File: config.mk
export PLATFORM = sky130hd
export DESIGN_NAME = cdh_queue
export DESIGN_NICKNAME = d
export VERILOG_FILES = /design/src/design/cdh_queue.sv
export SDC_FILE = /design/constraint.sdc
export NUM_CORES = 1
export LEC_CHECK = 0
export BUFFER_PORTS_ARGS = -buffer_cell sky130_fd_sc_hd__buf_2
export CAP_MARGIN = 20
export CELL_PAD_IN_SITES_DETAIL_PLACEMENT = 1
export CELL_PAD_IN_SITES_GLOBAL_PLACEMENT = 1
export CORE_MARGIN = 8
export CORE_UTILIZATION = 45
export DETAILED_ROUTE_END_ITERATION = 7
export HOLD_SLACK_MARGIN = 0.08
export PLACE_DENSITY = 0.77
export RECOVER_POWER = 25
export SYNTH_ARGS = -nofsm -noshare
export SYNTH_HDL_FRONTEND = slang
export SYNTH_SLANG_ARGS = --single-unit
File: constraint.sdc
create_clock -name clk -period 3.4 [get_ports clk]
set_input_delay 0.17 -clock clk [delete_from_list [all_inputs] [get_ports clk]]
set_output_delay 0.17 -clock clk [all_outputs]
set_load 0.01 [all_outputs]
File: src/design/cdh_queue.sv
// Small register FIFO used between the classifier and the update engine and at the output.
// Depends on nothing.
`timescale 1ns / 1ps

module cdh_queue #(
  parameter int W     = 8,
  parameter int DEPTH = 4
) (
  input  logic                       clk,
  input  logic                       rst,
  input  logic                       push,
  input  logic [W-1:0]               push_data,
  input  logic                       pop,
  output logic                       head_valid,
  output logic [W-1:0]               head_data,
  output logic [$clog2(DEPTH+1)-1:0] count
);

  localparam int PW = (DEPTH > 1) ? $clog2(DEPTH) : 1;
  localparam int CW = $clog2(DEPTH+1);

  logic [W-1:0]  mem [DEPTH];
  logic [PW-1:0] wr_ptr;
  logic [PW-1:0] rd_ptr;
  logic          do_push;
  logic          do_pop;

  assign do_push    = push && (count != CW'(DEPTH));
  assign do_pop     = pop && (count != '0);
  assign head_valid = (count != '0);
  assign head_data  = mem[rd_ptr];

  always_ff @(posedge clk) begin
    if (rst) begin
      wr_ptr <= '0;
      rd_ptr <= '0;
      count  <= '0;
    end else begin
      if (do_push) begin
        wr_ptr <= (wr_ptr == PW'(DEPTH-1)) ? '0 : wr_ptr + PW'(1);
      end
      if (do_pop) begin
        rd_ptr <= (rd_ptr == PW'(DEPTH-1)) ? '0 : rd_ptr + PW'(1);
      end
      if (do_push && !do_pop) begin
        count <= count + CW'(1);
      end else if (do_pop && !do_push) begin
        count <= count - CW'(1);
      end
    end
  end

  always_ff @(posedge clk) begin
    if (do_push) begin
      mem[wr_ptr] <= push_data;
    end
  end

endmodule

Word-level counts from Yosys, hierarchy flattened
Memories as Yosys holds them, arrays and structs flattened. A register that Yosys moved wholly into a read port is not among the register bits.
Cells that the tools add are included.
Widths: inputs -> output; s select.
- add/sub/neg operators: 4
- eq/ne operators: 3
- multiplexer cells: 8
- reduce and logical (&&, ||, !) cells: 8
- operators with widths (cell ; number):
    $mux 2 ; 4
    $mux 3 ; 2
    $add 2x1->2 const B ; 2
    $eq 2x2->1 const B ; 2
    $logic_and 1x1->1 ; 4
    $add 3x1->3 const B ; 1
    $ne 3x3->1 const B ; 1
    $reduce_bool 3->1 ; 1
    $sub 3x1->3 const B ; 1
    $logic_not 1->1 ; 2
    $mux 1 ; 2
    $reduce_bool 2->1 ; 1
- flip-flop bits (word level): 7
- memory bits (writable): 32
- input bits: 12
- output and inout bits: 12
- word-level logic and storage cells: 27
- memories: 1
- memories (name ; words ; bits a word ; rd ports ; clocked after memory_dff ; write ports ; RTL line ; source):
    mem ; 4 ; 8 ; 1 ; 1 ; 1 ; 22 ; logic [W-1:0] mem [DEPTH];

Depth between registers and ports, before layout
- word-level depth: 6
- gate-level depth with buffers: 8

Worst setup path after synthesis
OpenSTA, ideal clock, no wires.
- path kind: register -> register
- from: register count[0]
- to: register count[2]
- setup time: 70 ps
- arrival time: 2136 ps
- slack: 1194 ps
- cell stages (with the launch flop): 9
- path buffers: 0
- clock period less this slack: 2206 ps
- path through: dfxtp_1 nor2_1 a21boi_4 ha_1 inv_1 fa_1 xor2_1 or3_2 a21oi_1
- word-level cells in the longest chain between the ends: 5
- RTL lines (what ; RTL line ; source):
    start, declared ; 16 ; output logic [$clog2(DEPTH+1)-1:0] count
    start signal, assigned ; 46 ; count <= count + CW'(1);
    start signal, assigned ; 48 ; count <= count - CW'(1);
    $ne 3x3->1 * ; 28 ; assign do_push = push && (count != CW'(DEPTH));
    $logic_and 1x1->1 * ; 28 ;
    via do_push ; 25 ; logic do_push;
    $logic_not 1->1 ; 47 ; end else if (do_pop && !do_push) begin
    $logic_and 1x1->1 ; 47 ;
    $reduce_bool 2->1 (no line) ; - ;
The timed path passes the listed nets; every way through them passes the cells marked *. The select of a mux whose other input is x is not followed.
A chain may end at the register's enable or synchronous reset.

Worst setup path in the final report
Ends and elaborated chain as after synthesis.

==> qor.tcl <==
set qor(run_status) {finished clean}
set qor(h-tree-depth) 2
set qor(dieWidth_um) 76.45
set qor(fin_setup_tns_ps) 0
set qor(grt_start_max_net_pins) 15
set qor(detailedRoute.firstPassIterationCount) 3
set qor(initial_utilization) 0.4594
set qor(critical_path.cell_chain) {nor2_1, a21boi_4, ha_1, inv_1, fa_1, xor2_1, or3_2, a21oi_1}
set qor(power-per-cell-area_nw_per_um2) 711.7
set qor(grt_pass1_wl_um) 4616
set qor(io_buffers) 23
set qor(worst_path_required_time_ps) 3680
set qor(mapped_avg_cell_area_um2) 18.47
set qor(remaining_drc_errors) 0
set qor(busiest_layer) {met2}
set qor(nets) 144
set qor(synth-edff-count) 32
set qor(post-route-util) 0.5577
set qor(post-cts-setup-buffer-count) 0
set qor(yosys-top-cells-area) {sky130_fd_sc_hd__edfxtp_1 58%, sky130_fd_sc_hd__dfxtp_1 11%, sky130_fd_sc_hd__mux4_2 11%}
set qor(postRouteWirelength_um) 2792
set qor(final_max_slew_viol_count) 0
set qor(detailedPlacementHpwl_um) 1988
set qor(max_slew_margin) 0.6338
set qor(synth-warning-count) 0
set qor(cp_slowest_cell) {sky130_fd_sc_hd__dfxtp_1}
set qor(yosysMostFrequentCell) {sky130_fd_sc_hd__edfxtp_1}
set qor(maxCapViolations) 0
set qor(worst_clock_skew_ps) 7.326
set qor(ant_nets) 0
set qor(yosysUniqueCellTypes) 24
set qor(design.core.area_um2) 3578
set qor(ys_async_sr_fraction) 0
set qor(netlist.area_leader.share) 0.5845
set qor(die_h_um) 76.45
set qor(cts.hold.buffers_added) 9
set qor(largest_fanout_on_the_critical_path) 7
set qor(wire_per_inst_um) 16.05
set qor(ys_seq_elements) 41
set qor(ctsResizeCount) 0
set qor(period_minus_slack_ps) 2354
set qor(worst_ep_arrival_time_ps) 2630
set qor(hold_class) {in2reg}
set qor(clock_tree_from_tritoncts) {done}
set qor(multi_input_area_um2) 479.2
set qor(cts-buffers-inserted) 5
set qor(route.vias.total) 866
set qor(syn_to_final_growth_pct) 21.38
set qor(dr.first_iter.drc_count) 14
set qor(grt_use_met1) 0.1092
set qor(cellLeakagePower_nw) 0.7300
set qor(cts.clk_slew.worst_paths_ps) 110
set qor(yosys_most_used_dff) {sky130_fd_sc_hd__edfxtp_1}
set qor(post-synth-top-area-cell) {sky130_fd_sc_hd__edfxtp_1}
set qor(io_pins) 24
set qor(cts-root-buf) {sky130_fd_sc_hd__clkbuf_4}
set qor(fmax_ghz) 0.4248
set qor(layout_worst_path_cycle_share) 0.6924
set qor(synth_nets) 108
set qor(synth_area_um2) 1644
set qor(register_area_um2) 1141
set qor(layout-drive-gt1-share) 0.3016
set qor(critical_path.max_stage_delay_ps) 500
set qor(track_usage) 0.1033
set qor(gpl.final_weighted_congestion) 0.7647
set qor(path_class) {reg2reg}
set qor(die_area_um2) 5844
set qor(first_global_vias) 964
set qor(fill_cells) 351
set qor(setup_viol) 0
set qor(setup_repair_after_global_routing_missed_its_margin) {no}
set qor(yosysSeqAreaShare) 0.6941
set qor(final_total_pwr_mw) 1.420
set qor(critical_path.endpoint_type) {flip-flop}
set qor(timing.hold.ws_ps) 211.5
set qor(grt_antenna_before_repair) 0
set qor(critical_path.startpoint_type) {flip-flop}
set qor(tritoncts_num_sinks) 41
set qor(timing_hold_violations_final) 0
set qor(grtUsageMet2) 0.1757
set qor(insertion_delay_ps) 340
set qor(timing_worst_slew_pin_value_ps) 548.6
set qor(n_antenna_cell) 0
set qor(postSynthCellCount) 89
set qor(gr-usage-met3) 0.03892
set qor(synth_top_cells_by_count) {32 x sky130_fd_sc_hd__edfxtp_1, 9 x sky130_fd_sc_hd__dfxtp_1, 8 x sky130_fd_sc_hd__mux4_2}
set qor(via_count_normalized_by_instance_count) 4.977
set qor(overflow) 0
set qor(cts.path.max_buffers) 2
set qor(floorplan.rows) 22
set qor(peakVddDrop_v) 0.0004491
==> cell families after synthesis <==
| family | Yosys count | synth area share |
|---|---|---|
| XOR/XNOR | 2 | 0.01066 |
| flip-flops | 41 | 0.6941 |
| multiplexers | 12 | 0.1347 |
| adder cells (fa/ha/maj) | 7 | 0.05784 |
| AO/OA/AOI/OAI | 5 | 0.03576 |
| buffers and inverters | 6 | 0.01445 |
| AND/OR/NAND/NOR | 16 | 0.05250 |
==> metrics by stage <==
stage                     std cells  worst slack (ps)  area, um^2
after floorplan                  89              1194        1644
after global placement          157              1185        1807
after detailed placement        157              1061        1807
after CTS                       174              1038        2003
after global routing            174             917.9        1996
final                           174              1046        1996
==> worst max-delay path, delay by kind of cell (launching register included) <==
kind	cells	cell delay (ps)
AOI/OAI and AO/OA	2	400
xor gates and xnor gates	1	170
adders and majority gates	2	620
buffers and inverters	1	60
DFF	1	500
and+or+nand+nor	2	540
==> cells in the final DEF (no fill, tap or decap), drive strengths merged, types with 2 or more instances in the layout <==
master,instances
edfxtp,32
buf,17
clkbuf,11
dfxtp,9
dlygate4sd3,9
mux4,8
ha,6
nor2,5
and2,4
inv,4
mux2i,3
or3,3
xor2,2
nand2b,2
bufinv,2
a21oi,2
==> state kept, by name (all words and copies together), names as in the netlist, named ones only <==
name	flops
rd_ptr	2
mem	32
count	3
wr_ptr	2
==> where the power goes <==
| group | switching [mW] | internal [mW] | total, mW |
|---|---|---|---|
| sequential | 0.0711 | 0.615 | 0.686 |
| combinational | 0.166 | 0.181 | 0.348 |
| clock | 0.155 | 0.231 | 0.387 |
==> per-layer routing <==
layer | part of all wire | routed length [um]
met4 | 0.020 | 55
met5 | 0 | 0
met1 | 0.41 | 1137
met3 | 0.048 | 135
met2 | 0.52 | 1465
==> path summary, 6_finish.rpt <==
check                           endpoint  cells past startpoint  slack, ps                   start
setup / recovery   count[2]$_SDFFE_PP0P_                      8       1050   count[0]$_SDFFE_PP0P_
hold / removal    rd_ptr[0]$_SDFFE_PP0P_                      4        210                     pop
setup reg to reg   count[2]$_SDFFE_PP0P_                      8       1050   count[0]$_SDFFE_PP0P_
hold reg to reg   rd_ptr[0]$_SDFFE_PP0P_                      2        530  rd_ptr[0]$_SDFFE_PP0P_
==> cell type report <==
class	instances	area share
inverter	3	0.005643
clock inverter	3	0.03448
timing repair buffer	32	0.09906
sequential	41	0.5718
clock buffer	5	0.01881
tap	48	0.03009
multi-input combinational	42	0.2401
Note: power is estimated with default switching activity, not from simulation.
